### config.mk
export PLATFORM = sky130hd
export DESIGN_NAME = imu_tilt_complementary_filter_top
export DESIGN_NICKNAME = d
export VERILOG_FILES = /design/src/rtl/core/imutcf_pkg.sv /design/src/rtl/core/imu_tilt_complementary_filter_top.sv /design/src/rtl/core/imutcf_ctrl.sv /design/src/rtl/core/imutcf_datapath.sv
export SDC_FILE = /design/constraint.sdc
export NUM_CORES = 2
export LEC_CHECK = 0
export BUFFER_PORTS_ARGS = -buffer_cell sky130_fd_sc_hd__buf_2
export CAP_MARGIN = 15
export CELL_PAD_IN_SITES_DETAIL_PLACEMENT = 0
export CELL_PAD_IN_SITES_GLOBAL_PLACEMENT = 1
export CORE_UTILIZATION = 51
export CTS_CLUSTER_DIAMETER = 120
export CTS_CLUSTER_SIZE = 12
export DETAILED_ROUTE_END_ITERATION = 7
export PLACE_DENSITY_LB_ADDON = 0.1
export SYNTH_ARGS = -nofsm -noshare
export SYNTH_HDL_FRONTEND = slang
export SYNTH_SLANG_ARGS = --single-unit
### constraint.sdc
create_clock -name clk -period 34.4 [get_ports clk]
set_clock_uncertainty 0.05 [all_clocks]
set_input_delay 5.16 -clock clk [delete_from_list [all_inputs] [get_ports clk]]
set_output_delay 5.16 -clock clk [all_outputs]
set_load 0.03 [all_outputs]
### src/rtl/core/imutcf_pkg.sv
// ----------------------------------------------------------------------------
// imutcf_pkg
// Shared types, constants and the arctangent table of the tilt filter.
// ----------------------------------------------------------------------------
`default_nettype none

package imutcf_pkg;

    // CORDIC depth and table length
    localparam int CORDIC_ITERATIONS = 16;
    localparam int TABLE_LEN         = 24;
    localparam int CORDIC_STEPS      = (CORDIC_ITERATIONS < TABLE_LEN) ?
                                       CORDIC_ITERATIONS : TABLE_LEN;
    localparam int SQRT_STEPS        = 24;
    localparam int CNT_W             = $clog2(TABLE_LEN);

    // Angle limits in Q9.8 degrees
    localparam int ANG_LIMIT         = 46080;
    localparam int RIGHT_ANGLE_Q8    = 23040;

    // Register width and index
    localparam int CFG_IDX_W         = 8;
    localparam int CFG_W             = 16;

    typedef enum logic [CFG_IDX_W-1:0] {
        CFG_GYRO_GAIN      = 8'd0,
        CFG_OFFSET_ROLL    = 8'd1,
        CFG_OFFSET_PITCH   = 8'd2,
        CFG_BLEND_WEIGHT   = 8'd3
    } cfg_idx_t;

    // Datapath operations
    typedef enum logic [4:0] {
        OP_NONE,
        OP_LOAD,
        OP_SQA,
        OP_SQB,
        OP_SUM,
        OP_SQRT_INIT,
        OP_SQRT_STEP,
        OP_CORDIC_INIT,
        OP_CORDIC_STEP,
        OP_TILT,
        OP_RMUL,
        OP_RATE,
        OP_DTMUL,
        OP_GPATH,
        OP_BWMUL,
        OP_BTMUL,
        OP_BLEND,
        OP_EMIT
    } op_t;

    // Controller states
    typedef enum logic [4:0] {
        ST_IDLE,
        ST_SQA,
        ST_SQB,
        ST_SUM,
        ST_SQRT_INIT,
        ST_SQRT,
        ST_CORDIC_INIT,
        ST_CORDIC,
        ST_TILT,
        ST_RMUL,
        ST_RATE,
        ST_DTMUL,
        ST_GPATH,
        ST_BWMUL,
        ST_BTMUL,
        ST_BLEND,
        ST_EMIT
    } state_t;

    typedef struct packed {
        op_t              op;
        logic             axis;   // 0 roll, 1 pitch
        logic [CNT_W-1:0] iter;
    } cmd_t;

    typedef struct packed {
        logic out_free;
    } dp_flags_t;

    // atan(2^-i) in degrees, Q.16
    function automatic logic [21:0] atan_lut(input logic [CNT_W-1:0] i);
        logic [21:0] r;
        begin
            case (i)
                5'd0:    r = 22'd2949120;
                5'd1:    r = 22'd1740967;
                5'd2:    r = 22'd919879;
                5'd3:    r = 22'd466945;
                5'd4:    r = 22'd234379;
                5'd5:    r = 22'd117304;
                5'd6:    r = 22'd58666;
                5'd7:    r = 22'd29335;
                5'd8:    r = 22'd14668;
                5'd9:    r = 22'd7334;
                5'd10:   r = 22'd3667;
                5'd11:   r = 22'd1833;
                5'd12:   r = 22'd917;
                5'd13:   r = 22'd458;
                5'd14:   r = 22'd229;
                5'd15:   r = 22'd115;
                5'd16:   r = 22'd57;
                5'd17:   r = 22'd29;
                5'd18:   r = 22'd14;
                5'd19:   r = 22'd7;
                5'd20:   r = 22'd4;
                5'd21:   r = 22'd2;
                5'd22:   r = 22'd1;
                default: r = 22'd0;
            endcase
            return r;
        end
    endfunction

endpackage

`default_nettype wire

### src/rtl/core/imu_tilt_complementary_filter_top.sv
// ----------------------------------------------------------------------------
// imu_tilt_complementary_filter_top
// Roll and pitch complementary filter with CORDIC accelerometer tilt.
// ----------------------------------------------------------------------------
// Each axis runs the bit-serial root and then the CORDIC for its tilt; both axes then run
// the gyro integration and the blend. Input is taken only when idle, so a new sample waits
// until the previous result has been emitted.
// Reset clears the estimates to zero degrees and loads the register defaults.
`default_nettype none

module imu_tilt_complementary_filter_top (
    input  wire logic        clk,
    input  wire logic        rst_n,
    input  wire logic        s_axis_tvalid,
    output logic             s_axis_tready,
    // accel_x, accel_y, accel_z, gyro_x, gyro_y, time_step (low bits up)
    input  wire logic [95:0] s_axis_tdata,
    output logic             m_axis_tvalid,
    input  wire logic        m_axis_tready,
    // roll_angle [16:0], pitch_angle [33:17], zero pad
    output logic [39:0]      m_axis_tdata,
    input  wire logic        cfg_wen,
    input  wire logic [imutcf_pkg::CFG_IDX_W-1:0] cfg_index,
    input  wire logic [imutcf_pkg::CFG_W-1:0]     cfg_wdata
);
    import imutcf_pkg::*;

    cmd_t      cmd;
    dp_flags_t status;

    imutcf_ctrl u_ctrl (
        .clk       (clk),
        .rst_n     (rst_n),
        .in_tvalid (s_axis_tvalid),
        .in_tready (s_axis_tready),
        .status    (status),
        .cmd       (cmd)
    );

    imutcf_datapath u_datapath (
        .clk        (clk),
        .rst_n      (rst_n),
        .cmd        (cmd),
        .status     (status),
        .in_tdata   (s_axis_tdata),
        .cfg_wen    (cfg_wen),
        .cfg_index  (cfg_index),
        .cfg_wdata  (cfg_wdata),
        .out_tvalid (m_axis_tvalid),
        .out_tready (m_axis_tready),
        .out_tdata  (m_axis_tdata)
    );

endmodule

`default_nettype wire

### src/rtl/core/imutcf_ctrl.sv
// ----------------------------------------------------------------------------
// imutcf_ctrl
// Sequencer: steps the datapath through tilt, gyro integration and blend.
// ----------------------------------------------------------------------------
`default_nettype none

module imutcf_ctrl (
    input  wire logic              clk,
    input  wire logic              rst_n,
    input  wire logic              in_tvalid,
    output logic                   in_tready,
    input  wire imutcf_pkg::dp_flags_t status,
    output imutcf_pkg::cmd_t       cmd
);
    import imutcf_pkg::*;

    state_t           state_reg, state_next;
    logic [CNT_W-1:0] cnt_reg, cnt_next;
    logic             axis_reg, axis_next;

    // State register
    always_ff @(posedge clk or negedge rst_n)
    begin
        if (!rst_n)
        begin
            state_reg <= ST_IDLE;
            cnt_reg   <= '0;
            axis_reg  <= 1'b0;
        end
        else
        begin
            state_reg <= state_next;
            cnt_reg   <= cnt_next;
            axis_reg  <= axis_next;
        end
    end

    // Next state and commands
    always_comb
    begin
        state_next = state_reg;
        cnt_next   = cnt_reg;
        axis_next  = axis_reg;
        in_tready  = 1'b0;
        cmd.op     = OP_NONE;
        cmd.axis   = axis_reg;
        cmd.iter   = cnt_reg;
        case (state_reg)
            ST_IDLE:
            begin
                in_tready = 1'b1;
                if (in_tvalid)
                begin
                    cmd.op     = OP_LOAD;
                    axis_next  = 1'b0;
                    state_next = ST_SQA;
                end
            end
            ST_SQA:
            begin
                cmd.op     = OP_SQA;
                state_next = ST_SQB;
            end
            ST_SQB:
            begin
                cmd.op     = OP_SQB;
                state_next = ST_SUM;
            end
            ST_SUM:
            begin
                cmd.op     = OP_SUM;
                state_next = ST_SQRT_INIT;
            end
            ST_SQRT_INIT:
            begin
                cmd.op     = OP_SQRT_INIT;
                cnt_next   = '0;
                state_next = ST_SQRT;
            end
            ST_SQRT:
            begin
                cmd.op   = OP_SQRT_STEP;
                cnt_next = cnt_reg + 1'b1;
                if (cnt_reg == CNT_W'(SQRT_STEPS - 1))
                begin
                    state_next = ST_CORDIC_INIT;
                end
            end
            ST_CORDIC_INIT:
            begin
                cmd.op     = OP_CORDIC_INIT;
                cnt_next   = '0;
                state_next = ST_CORDIC;
            end
            ST_CORDIC:
            begin
                cmd.op   = OP_CORDIC_STEP;
                cnt_next = cnt_reg + 1'b1;
                if (cnt_reg == CNT_W'(CORDIC_STEPS - 1))
                begin
                    state_next = ST_TILT;
                end
            end
            ST_TILT:
            begin
                cmd.op = OP_TILT;
                if (!axis_reg)
                begin
                    axis_next  = 1'b1;
                    state_next = ST_SQA;
                end
                else
                begin
                    axis_next  = 1'b0;
                    state_next = ST_RMUL;
                end
            end
            ST_RMUL:
            begin
                cmd.op     = OP_RMUL;
                state_next = ST_RATE;
            end
            ST_RATE:
            begin
                cmd.op     = OP_RATE;
                state_next = ST_DTMUL;
            end
            ST_DTMUL:
            begin
                cmd.op     = OP_DTMUL;
                state_next = ST_GPATH;
            end
            ST_GPATH:
            begin
                cmd.op     = OP_GPATH;
                state_next = ST_BWMUL;
            end
            ST_BWMUL:
            begin
                cmd.op     = OP_BWMUL;
                state_next = ST_BTMUL;
            end
            ST_BTMUL:
            begin
                cmd.op     = OP_BTMUL;
                state_next = ST_BLEND;
            end
            ST_BLEND:
            begin
                cmd.op = OP_BLEND;
                if (!axis_reg)
                begin
                    axis_next  = 1'b1;
                    state_next = ST_RMUL;
                end
                else
                begin
                    state_next = ST_EMIT;
                end
            end
            ST_EMIT:
            begin
                // hold until the output register is free
                if (status.out_free)
                begin
                    cmd.op     = OP_EMIT;
                    state_next = ST_IDLE;
                end
            end
            default:
            begin
                state_next = ST_IDLE;
            end
        endcase
    end

endmodule

`default_nettype wire

### src/rtl/core/imutcf_datapath.sv
// ----------------------------------------------------------------------------
// imutcf_datapath
// Registers, shared multiplier, bit-serial root, CORDIC and output register.
// ----------------------------------------------------------------------------
`default_nettype none

module imutcf_datapath (
    input  wire logic                clk,
    input  wire logic                rst_n,
    input  wire imutcf_pkg::cmd_t    cmd,
    output imutcf_pkg::dp_flags_t    status,
    input  wire logic [95:0]         in_tdata,
    input  wire logic                cfg_wen,
    input  wire logic [imutcf_pkg::CFG_IDX_W-1:0] cfg_index,
    input  wire logic [imutcf_pkg::CFG_W-1:0]     cfg_wdata,
    output logic                     out_tvalid,
    input  wire logic                out_tready,
    output logic [39:0]              out_tdata
);
    import imutcf_pkg::*;

    // Configuration
    logic [15:0]        gain_reg, weight_reg;
    logic signed [15:0] off_roll_reg, off_pitch_reg;

    // Captured sample
    logic signed [15:0] ax_reg, ay_reg, az_reg, gx_reg, gy_reg;
    logic [15:0]        dt_reg;

    // Arithmetic
    logic signed [45:0] prod_reg, acc_reg;
    logic [31:0]        sumsq_reg;
    logic [47:0]        rad_reg;
    logic [26:0]        rem_reg;
    logic [23:0]        root_reg;
    logic signed [27:0] x_reg, y_reg;
    logic signed [24:0] z_reg;
    logic               zero_reg;
    logic signed [25:0] rate_reg;
    logic signed [27:0] gpath_reg;
    logic signed [16:0] tilt_roll_reg, tilt_pitch_reg;
    logic signed [16:0] est_roll_reg, est_pitch_reg;

    logic               out_valid_reg;
    logic [16:0]        out_roll_reg, out_pitch_reg;

    // Per-axis selections
    logic signed [15:0] sq_sel, num_sel, gyro_sel, off_sel;
    logic signed [16:0] est_sel, tilt_sel;

    assign sq_sel   = cmd.axis ? ay_reg : ax_reg;
    assign num_sel  = cmd.axis ? ax_reg : ay_reg;
    assign gyro_sel = cmd.axis ? gy_reg : gx_reg;
    assign off_sel  = cmd.axis ? off_pitch_reg : off_roll_reg;
    assign est_sel  = cmd.axis ? est_pitch_reg : est_roll_reg;
    assign tilt_sel = cmd.axis ? tilt_pitch_reg : tilt_roll_reg;

    // Shared multiplier operands
    logic signed [27:0] mul_a;
    logic signed [17:0] mul_b;
    logic signed [45:0] mul_p;
    logic [16:0]        tilt_w;

    assign tilt_w = 17'h10000 - {1'b0, weight_reg};

    always_comb
    begin
        mul_a = 28'sd0;
        mul_b = 18'sd0;
        case (cmd.op)
            OP_SQA:
            begin
                mul_a = 28'(sq_sel);
                mul_b = 18'(sq_sel);
            end
            OP_SQB:
            begin
                mul_a = 28'(az_reg);
                mul_b = 18'(az_reg);
            end
            OP_RMUL:
            begin
                mul_a = 28'(gyro_sel);
                mul_b = {2'b00, gain_reg};
            end
            OP_DTMUL:
            begin
                mul_a = 28'(rate_reg);
                mul_b = {2'b00, dt_reg};
            end
            OP_BWMUL:
            begin
                mul_a = gpath_reg;
                mul_b = {2'b00, weight_reg};
            end
            OP_BTMUL:
            begin
                mul_a = 28'(tilt_sel);
                mul_b = {1'b0, tilt_w};
            end
            default:
            begin
                mul_a = 28'sd0;
                mul_b = 18'sd0;
            end
        endcase
    end

    assign mul_p = mul_a * mul_b;

    // Root step
    logic [26:0] rem_sh, trial;
    logic        fits;

    assign rem_sh = {rem_reg[24:0], rad_reg[47:46]};
    assign trial  = {1'b0, root_reg, 2'b01};
    assign fits   = (rem_sh >= trial);

    // CORDIC step
    logic signed [27:0] xs, ys;
    logic signed [24:0] atan_v;

    assign xs     = x_reg >>> cmd.iter;
    assign ys     = y_reg >>> cmd.iter;
    assign atan_v = 25'(atan_lut(cmd.iter));

    // Rounding and clamp
    logic signed [45:0] rate_rnd, delta_rnd, blend_rnd;
    logic signed [45:0] blend_sum;
    logic signed [25:0] rate_sum;
    logic signed [27:0] gpath_sum;
    logic signed [24:0] z_rnd;
    logic signed [16:0] tilt_v, blend_v;
    logic signed [29:0] blend_q;

    assign rate_rnd  = (prod_reg + 46'sd128) >>> 8;
    assign rate_sum  = $signed(rate_rnd[25:0]) + 26'(off_sel);
    assign delta_rnd = (prod_reg + 46'sd32768) >>> 16;
    assign gpath_sum = $signed(delta_rnd[27:0]) + 28'(est_sel);
    assign blend_sum = acc_reg + prod_reg;
    assign blend_rnd = (blend_sum + 46'sd32768) >>> 16;
    assign blend_q   = blend_rnd[29:0];
    assign z_rnd     = (z_reg + 25'sd128) >>> 8;

    always_comb
    begin
        if (zero_reg)
        begin
            if (num_sel > 16'sd0)
                tilt_v = 17'(RIGHT_ANGLE_Q8);
            else if (num_sel < 16'sd0)
                tilt_v = -17'(RIGHT_ANGLE_Q8);
            else
                tilt_v = 17'sd0;
        end
        else
        begin
            tilt_v = z_rnd[16:0];
        end
    end

    always_comb
    begin
        if (blend_q > 30'(ANG_LIMIT))
            blend_v = 17'(ANG_LIMIT);
        else if (blend_q < -30'(ANG_LIMIT))
            blend_v = -17'(ANG_LIMIT);
        else
            blend_v = blend_q[16:0];
    end

    // Configuration and estimates
    always_ff @(posedge clk or negedge rst_n)
    begin
        if (!rst_n)
        begin
            gain_reg      <= 16'd500;
            off_roll_reg  <= 16'sd647;
            off_pitch_reg <= -16'sd289;
            weight_reg    <= 16'd52429;
            est_roll_reg  <= 17'sd0;
            est_pitch_reg <= 17'sd0;
            out_valid_reg <= 1'b0;
        end
        else
        begin
            if (cfg_wen)
            begin
                case (cfg_index)
                    CFG_GYRO_GAIN:    gain_reg      <= cfg_wdata;
                    CFG_OFFSET_ROLL:  off_roll_reg  <= cfg_wdata;
                    CFG_OFFSET_PITCH: off_pitch_reg <= cfg_wdata;
                    CFG_BLEND_WEIGHT: weight_reg    <= cfg_wdata;
                    default:          ;
                endcase
            end
            if (cmd.op == OP_BLEND)
            begin
                if (cmd.axis)
                    est_pitch_reg <= blend_v;
                else
                    est_roll_reg <= blend_v;
            end
            // drop the result once taken, raise it on emit
            if (cmd.op == OP_EMIT)
                out_valid_reg <= 1'b1;
            else if (out_tready)
                out_valid_reg <= 1'b0;
        end
    end

    // Working registers
    always_ff @(posedge clk)
    begin
        case (cmd.op)
            OP_LOAD:
            begin
                ax_reg <= in_tdata[15:0];
                ay_reg <= in_tdata[31:16];
                az_reg <= in_tdata[47:32];
                gx_reg <= in_tdata[63:48];
                gy_reg <= in_tdata[79:64];
                dt_reg <= in_tdata[95:80];
            end
            OP_SQA, OP_RMUL, OP_DTMUL, OP_BWMUL:
            begin
                prod_reg <= mul_p;
            end
            OP_SQB:
            begin
                sumsq_reg <= prod_reg[31:0];
                prod_reg  <= mul_p;
            end
            OP_SUM:
            begin
                sumsq_reg <= sumsq_reg + prod_reg[31:0];
            end
            OP_SQRT_INIT:
            begin
                rad_reg  <= {sumsq_reg, 16'h0000};
                rem_reg  <= '0;
                root_reg <= '0;
            end
            OP_SQRT_STEP:
            begin
                rad_reg <= {rad_reg[45:0], 2'b00};
                if (fits)
                begin
                    rem_reg  <= rem_sh - trial;
                    root_reg <= {root_reg[22:0], 1'b1};
                end
                else
                begin
                    rem_reg  <= rem_sh;
                    root_reg <= {root_reg[22:0], 1'b0};
                end
            end
            OP_CORDIC_INIT:
            begin
                x_reg    <= {4'b0000, root_reg};
                y_reg    <= {{4{num_sel[15]}}, num_sel, 8'h00};
                z_reg    <= 25'sd0;
                zero_reg <= (root_reg == 24'd0);
            end
            OP_CORDIC_STEP:
            begin
                // rotate towards the x axis
                if (y_reg >= 28'sd0)
                begin
                    x_reg <= x_reg + ys;
                    y_reg <= y_reg - xs;
                    z_reg <= z_reg + atan_v;
                end
                else
                begin
                    x_reg <= x_reg - ys;
                    y_reg <= y_reg + xs;
                    z_reg <= z_reg - atan_v;
                end
            end
            OP_TILT:
            begin
                if (cmd.axis)
                    tilt_pitch_reg <= tilt_v;
                else
                    tilt_roll_reg <= tilt_v;
            end
            OP_RATE:
            begin
                rate_reg <= rate_sum;
            end
            OP_GPATH:
            begin
                gpath_reg <= gpath_sum;
            end
            OP_BTMUL:
            begin
                acc_reg  <= prod_reg;
                prod_reg <= mul_p;
            end
            OP_EMIT:
            begin
                out_roll_reg  <= est_roll_reg;
                out_pitch_reg <= est_pitch_reg;
            end
            default:
            begin
            end
        endcase
    end

    assign status.out_free = !out_valid_reg || out_tready;
    assign out_tvalid      = out_valid_reg;
    assign out_tdata       = {6'b000000, out_pitch_reg, out_roll_reg};

    // Checks
    a_est_limit: assert property (@(posedge clk) disable iff (!rst_n)
        (est_roll_reg <= 17'(ANG_LIMIT)) && (est_roll_reg >= -17'(ANG_LIMIT)) &&
        (est_pitch_reg <= 17'(ANG_LIMIT)) && (est_pitch_reg >= -17'(ANG_LIMIT)))
        else $error("estimate beyond angle limit");

    a_emit_valid: assert property (@(posedge clk) disable iff (!rst_n)
        (cmd.op == OP_EMIT) |=> out_valid_reg)
        else $error("emit did not raise output valid");

    a_cordic_x_pos: assert property (@(posedge clk) disable iff (!rst_n)
        (cmd.op == OP_CORDIC_STEP && !zero_reg) |-> (x_reg > 28'sd0))
        else $error("CORDIC x lost its sign");

endmodule

`default_nettype wire
Yosys cells after proc, flatten, opt, wreduce, memory -nomap -nowiden
Memory sizes are Yosys's and may differ from the RTL's.
Cells that the tools add are included.
- bits in registers: 631
- ROM bits: 704
- input port bits: 125
- output and inout bits: 42
- logic and storage cells: 168
- memories kept: 1
- memory list (name ; depth ; width ; read ports ; clocked after Yosys merged registers in ; wr ports ; line ; source):
    (no name shown) ; 32 ; 22 ; 1 ; 0 ; 0 ; imutcf_pkg.sv:89 ; case (i)
- $add $sub $neg: 17
- multipliers: 1
- order comparisons: 6
- equal/unequal tests: 42
- shift operators: 2
- multiplexer cells: 42
- bitwise logic cells: 1
- reductions and logical operators: 24
- operator list (operator ; count):
    $pmux W5 S17 ; 2
    $pmux W28 S6 ; 1
    $mux W17 ; 7
    $pmux W28 S2 ; 2
    $pmux W18 S6 ; 1
    $pmux W25 S2 ; 2
    $pmux W48 S2 ; 1
    $eq A5 B4 Y1 const B ; 17
    $mux W16 ; 4
    $pmux W32 S2 ; 1
    $add A28 B28 Y28 ; 2
    $mux W28 ; 2
    $sshr A28 B5 Y28 ; 2
    $sub A28 B28 Y28 ; 2
    $mux W25 ; 2
    $pmux W24 S2 ; 1
    $add A46 B17 Y46 const B ; 1
    $add A46 B46 Y46 ; 1
    $mul A28 B18 Y46 ; 1
    $add A44 B17 Y44 const B ; 1
    $eq A5 B3 Y1 const B ; 8
    $add A34 B9 Y34 const B ; 1
    $add A32 B32 Y32 ; 1
    $gt A30 B17 Y1 const B ; 1
    other kinds (37) ; 71

Depth between registers and ports, before layout
- depth after elaboration: 7
- depth in mapped cells: 38
- depth with buffers taken out: 36

By module
From an unflattened synthesis, not the netlist that was laid out.
- cell total of the unflattened synthesis: 6022
- area, all modules: 58926.5 µm²
- modules (own cells, without submodules) (module ; instances ; cells each ; area each (µm²)):
    imutcf_datapath ; 1 ; 5936 ; 58212.1
    imutcf_ctrl ; 1 ; 86 ; 714.4

Worst setup path after synthesis
Ideal clock, no wire load.
- kind: input to register
- start point: in s_axis_tvalid
- end point: reg u_datapath.ax_reg[0] (enable)
- library setup time: 0.787 ns
- arrival time: 14.328 ns
- required time: 33.563 ns
- slack: 19.236 ns
- cell stages on the path: 2
- buffers on the path: 0
- cell sequence: inv_1 -> nor4_1
- cells in the longest elaborated chain, start to end: 3
- ends and longest elaborated chain (element ; line ; source):
    start, declared ; imu_tilt_complementary_filter_top.sv:14 ; input wire logic s_axis_tvalid,
    $mux W1 ; imutcf_ctrl.sv:52 ; if (in_tvalid)
    $pmux W5 S17 ; imutcf_ctrl.sv:48 ; case (state_reg)
    $eq A5 B1 Y1 ; imutcf_datapath.sv:215 ; case (cmd.op)
    end signal, assigned ; imutcf_datapath.sv:218 ; ax_reg <= in_tdata[15:0];
    end, declared ; imutcf_datapath.sv:27 ; logic signed [15:0] ax_reg, ay_reg, az_reg, gx_reg, gy_reg;
No other way between the ends.
A chain may end at the register's enable or synchronous reset.

Final worst setup path
- start point: reg u_ctrl.state_reg[2]
- end point: reg u_datapath.prod_reg[44], data pin
- cells in the longest elaborated chain, start to end: 5
- elaborated cells between the ends (all ways): 27
- ends and longest elaborated chain (element ; line ; source):
    start, declared ; imutcf_ctrl.sv:17 ; state_t state_reg, state_next;
    start signal, assigned ; imutcf_ctrl.sv:32 ; state_reg <= state_next;
    $eq A5 B5 Y1, or another cell as far along ; imutcf_ctrl.sv:48 ;
    $pmux W5 S17 (*) ; imutcf_ctrl.sv:48 ;
    $eq A5 B4 Y1 or $eq A5 B2 Y1 (tied branches) ; imutcf_datapath.sv:70 ; case (cmd.op)
    $pmux W28 S6 or $pmux W18 S6 (tied branches) ; imutcf_datapath.sv:70 ;
    $mul A28 B18 Y46 (*) ; imutcf_datapath.sv:109 ; assign mul_p = mul_a * mul_b;
    net u_datapath.mul_p[44] ; imutcf_datapath.sv:61 ; logic signed [45:0] mul_p;
    end signal, assigned ; imutcf_datapath.sv:227 ; prod_reg <= mul_p;
    end signal, assigned ; imutcf_datapath.sv:232 ; prod_reg <= mul_p;
    end signal, assigned ; imutcf_datapath.sv:299 ; prod_reg <= mul_p;
    end, declared ; imutcf_datapath.sv:31 ; logic signed [45:0] prod_reg, acc_reg;
The timed path passes the listed nets; every way through them passes the cells marked *.

==> run_results.csv <==
group,metric,value,unit
run_status,run_status,"finished with violations",
run_status,failed_checks,"design-rule violations",
synth,synth.most_common_cell,"sky130_fd_sc_hd__nand2_1",
timing,worst_hold_slack,0.413,ns
synth,post-synth-top-area-fraction,0.256,
setup_path,cpPeakStageDelay,0.85,ns
synth,syn_inst,6088,
place,detailed_place_hpwl,143,mm
timing,setup_tns,0,ns
setup_path,sort_of_element_at_the_end_of_the_critical_path,"register",
floorplan,die_area,117000,sq um
floorplan,core_region_area,115000,sq um
synth,syn_avg_cell_area,9.72,sq um
setup_path,crit_top_cell,"sky130_fd_sc_hd__fa_1",
setup_path,peak_fanout_along_the_critical_path,19,
setup_path,cp_top_family,"adder cells",
clock_tree,tritoncts_num_sinks,615,
detailed_routing,drt-total-wl,182,mm
final_layout,area_delta_synth_final,7.27,%
clock_tree,cts_resized,0,
timing,period_share,0.297,
timing,hold_violations,0,
setup_path,setup.worst_path.class,"reg2reg",
timing,final-setup-viol-count,0,
synth,ys_top_cells_by_area,"sky130_fd_sc_hd__edfxtp_1 26%, sky130_fd_sc_hd__fa_1 17%, sky130_fd_sc_hd__ha_1 8.5%",
timing,worst-slew-pin-transition,1.22,ns
setup_path,worst_setup_path_start_kind,"register",
synth,synth.cells.most_frequent,"728 x sky130_fd_sc_hd__nand2_1, 717 x sky130_fd_sc_hd__inv_1, 550 x sky130_fd_sc_hd__nor2_1",
clock_tree,clk_latency,0.71,ns
floorplan,floorplan.initialDensity,0.516,
synth,synthesis.area,59200,sq um
grt,grt_start_max_net_pins,86,
synth,ys_types,104,
synth,synth_top_flop_cell,"sky130_fd_sc_hd__edfxtp_1",
detailed_routing,drt_iter0_markers,3477,
floorplan,die_y,343,um
setup_path,crit_arrival,10.60,ns
detailed_routing,avgViaCountPerCell,5.88,
timing,highest_attainable_clock_frequency,0.0980,GHz
final_layout,register_area,18000,sq um
clock_tree,postCtsHoldBufs,0,
final_layout,finish.net_count,7186,
grt,number_of_global_route_vias_before_repair,45600,
clock_tree,post_cts.repair.setup_buffers,0,
detailed_routing,vias,45500,
clock_tree,ctsHtreeMaxLevel,2,
worst_hold_path,worst_hold_path_type,"reg2reg",
timing,final_slew_viol_count,0,
floorplan,i_o_pin_count,167,
grt,global_route.overflow_total,0,
detailed_routing,drt-pass1-iter-count,8,
timing,slew_headroom,0.189,
setup_path,critPathBufInv,5,
clock_tree,numCtsBuffers,58,
detailed_routing,drcViolationCount,39,
grt,gr-usage-all-layers,0.311,
final_layout,multiInputGateArea,37700,sq um
synth,synth-seq-cells,615,
final_layout,post_route_cells_drive_above_1_share,0.0980,
clock_tree,clk_pin_slew,0.07,ns
synth,sequential_cell_area_fraction_in_the_yosys_report,0.303,
clock_tree,tritoncts,"yes",
detailed_routing,routed_wire_length_per_instance,23.5,um
job,drv.max_cap_violation_count,0,
synth,number_of_enable_flip_flop_cells_after_synthesis,505,
clock_tree,cts.path.max_buffers,3,
floorplan,rows,124,
setup_path,required,34.79,ns
timing,rsz0062_at_grt,"no",
final_layout,fill_cells,10400,
clock_tree,clk_root_buffer_cell,"sky130_fd_sc_hd__clkbuf_16",
setup_path,timing.critical_path.slowest_stage_cell,"sky130_fd_sc_hd__a221oi_1",
detailed_routing,ant_nets,0,
place,routabilityCongestion,0.962,
timing,finalCriticalPeriod,10.20,ns
synth,post-synth-top-area-cell,"sky130_fd_sc_hd__edfxtp_1",
synth,synth-warning-count,0,
synth,postSynth.asyncResetShare,0.179,
grt,antenna_found_initial,16,
grt,wire_length_of_the_first_global_routing_pass,276,mm
floorplan,floorplan.die.width,343,um
place,port-buffer-count,160,
-- worst paths after layout --
kind	slack, ns	depth (start not counted)	start	to
min in group asynchronous	4.46	1	rst_n	u_datapath.gain_reg[14]
hold reg to reg	0.41	0	u_datapath.est_pitch_reg[12]	u_datapath.out_pitch_reg[12]
setup / recovery	24.20	30	u_ctrl.state_reg[2]	u_datapath.prod_reg[44]
setup reg to reg	24.20	30	u_ctrl.state_reg[2]	u_datapath.prod_reg[44]
hold / removal	0.41	0	u_datapath.est_pitch_reg[12]	u_datapath.out_pitch_reg[12]
max in group asynchronous	28.35	2	rst_n	u_datapath.off_roll_reg[13]
-- kinds of logic (layout without fill, tap and decap cells) --
| logic type | Yosys count | after routing | synth area share |
|---|---|---|---|
| AND/OR/NAND/NOR | 1849 | 1849 | 0.140 |
| AO/OA/AOI/OAI | 1096 | 1096 | 0.120 |
| buffers and inverters | 967 | 1077 | 0.0637 |
| XOR/XNOR | 361 | 361 | 0.0539 |
| other | 2 | 33 | 0.000127 |
| flip-flops | 615 | 615 | 0.303 |
| adder cells (fa/ha/maj) | 897 | 897 | 0.252 |
| multiplexers | 301 | 301 | 0.0667 |
-- through the flow --
stage	cell area, sq um	setup WS [ns]	util	std cells
floorplan	59200	19.24	-	6104
global placement	61700	24.44	0.538	7613
detailed placement	61700	24.29	0.538	7615
CTS	63400	24.25	0.553	7725
global route	63500	23.57	0.553	7727
finish	63500	24.20	0.554	7741
-- layout by cell type (no fill, tap or decap), types with 109 or more instances in the layout --
cell type	Yosys	routed
sky130_fd_sc_hd__edfxtp_1	505	505
sky130_fd_sc_hd__mux2_2	126	126
sky130_fd_sc_hd__nand2_1	728	728
sky130_fd_sc_hd__o21ai_0	302	302
sky130_fd_sc_hd__fa_1	495	495
sky130_fd_sc_hd__buf_2	18	159
sky130_fd_sc_hd__a21o_1	109	109
sky130_fd_sc_hd__nor2_1	550	541
sky130_fd_sc_hd__xor2_1	147	147
sky130_fd_sc_hd__a21oi_1	261	261
sky130_fd_sc_hd__mux2i_1	114	114
sky130_fd_sc_hd__xnor2_1	212	212
sky130_fd_sc_hd__inv_1	717	717
sky130_fd_sc_hd__ha_1	402	402
-- layout make-up --
class	instances	area share
Tap cell	1512	0.0298
Sequential cell	615	0.283
Inverter	722	0.0427
Antenna cell	15	0.000591
Clock inverter	6	0.00160
Clock buffer	104	0.0256
Multi-Input combinational cell	4522	0.594
Timing Repair Buffer	245	0.0230
-- routing by layer --
layer	routed length [um]	GRT usage	up-vias
met5	92	0	-
met4	10500	0.155	14
met3	10500	0.0372	386
met2	88100	0.526	1364
met1	72700	0.393	22700
li1	-	-	21100
Power is not shown: default switching activity piles up to over one toggle a cycle in this logic, so the estimate is an artifact.
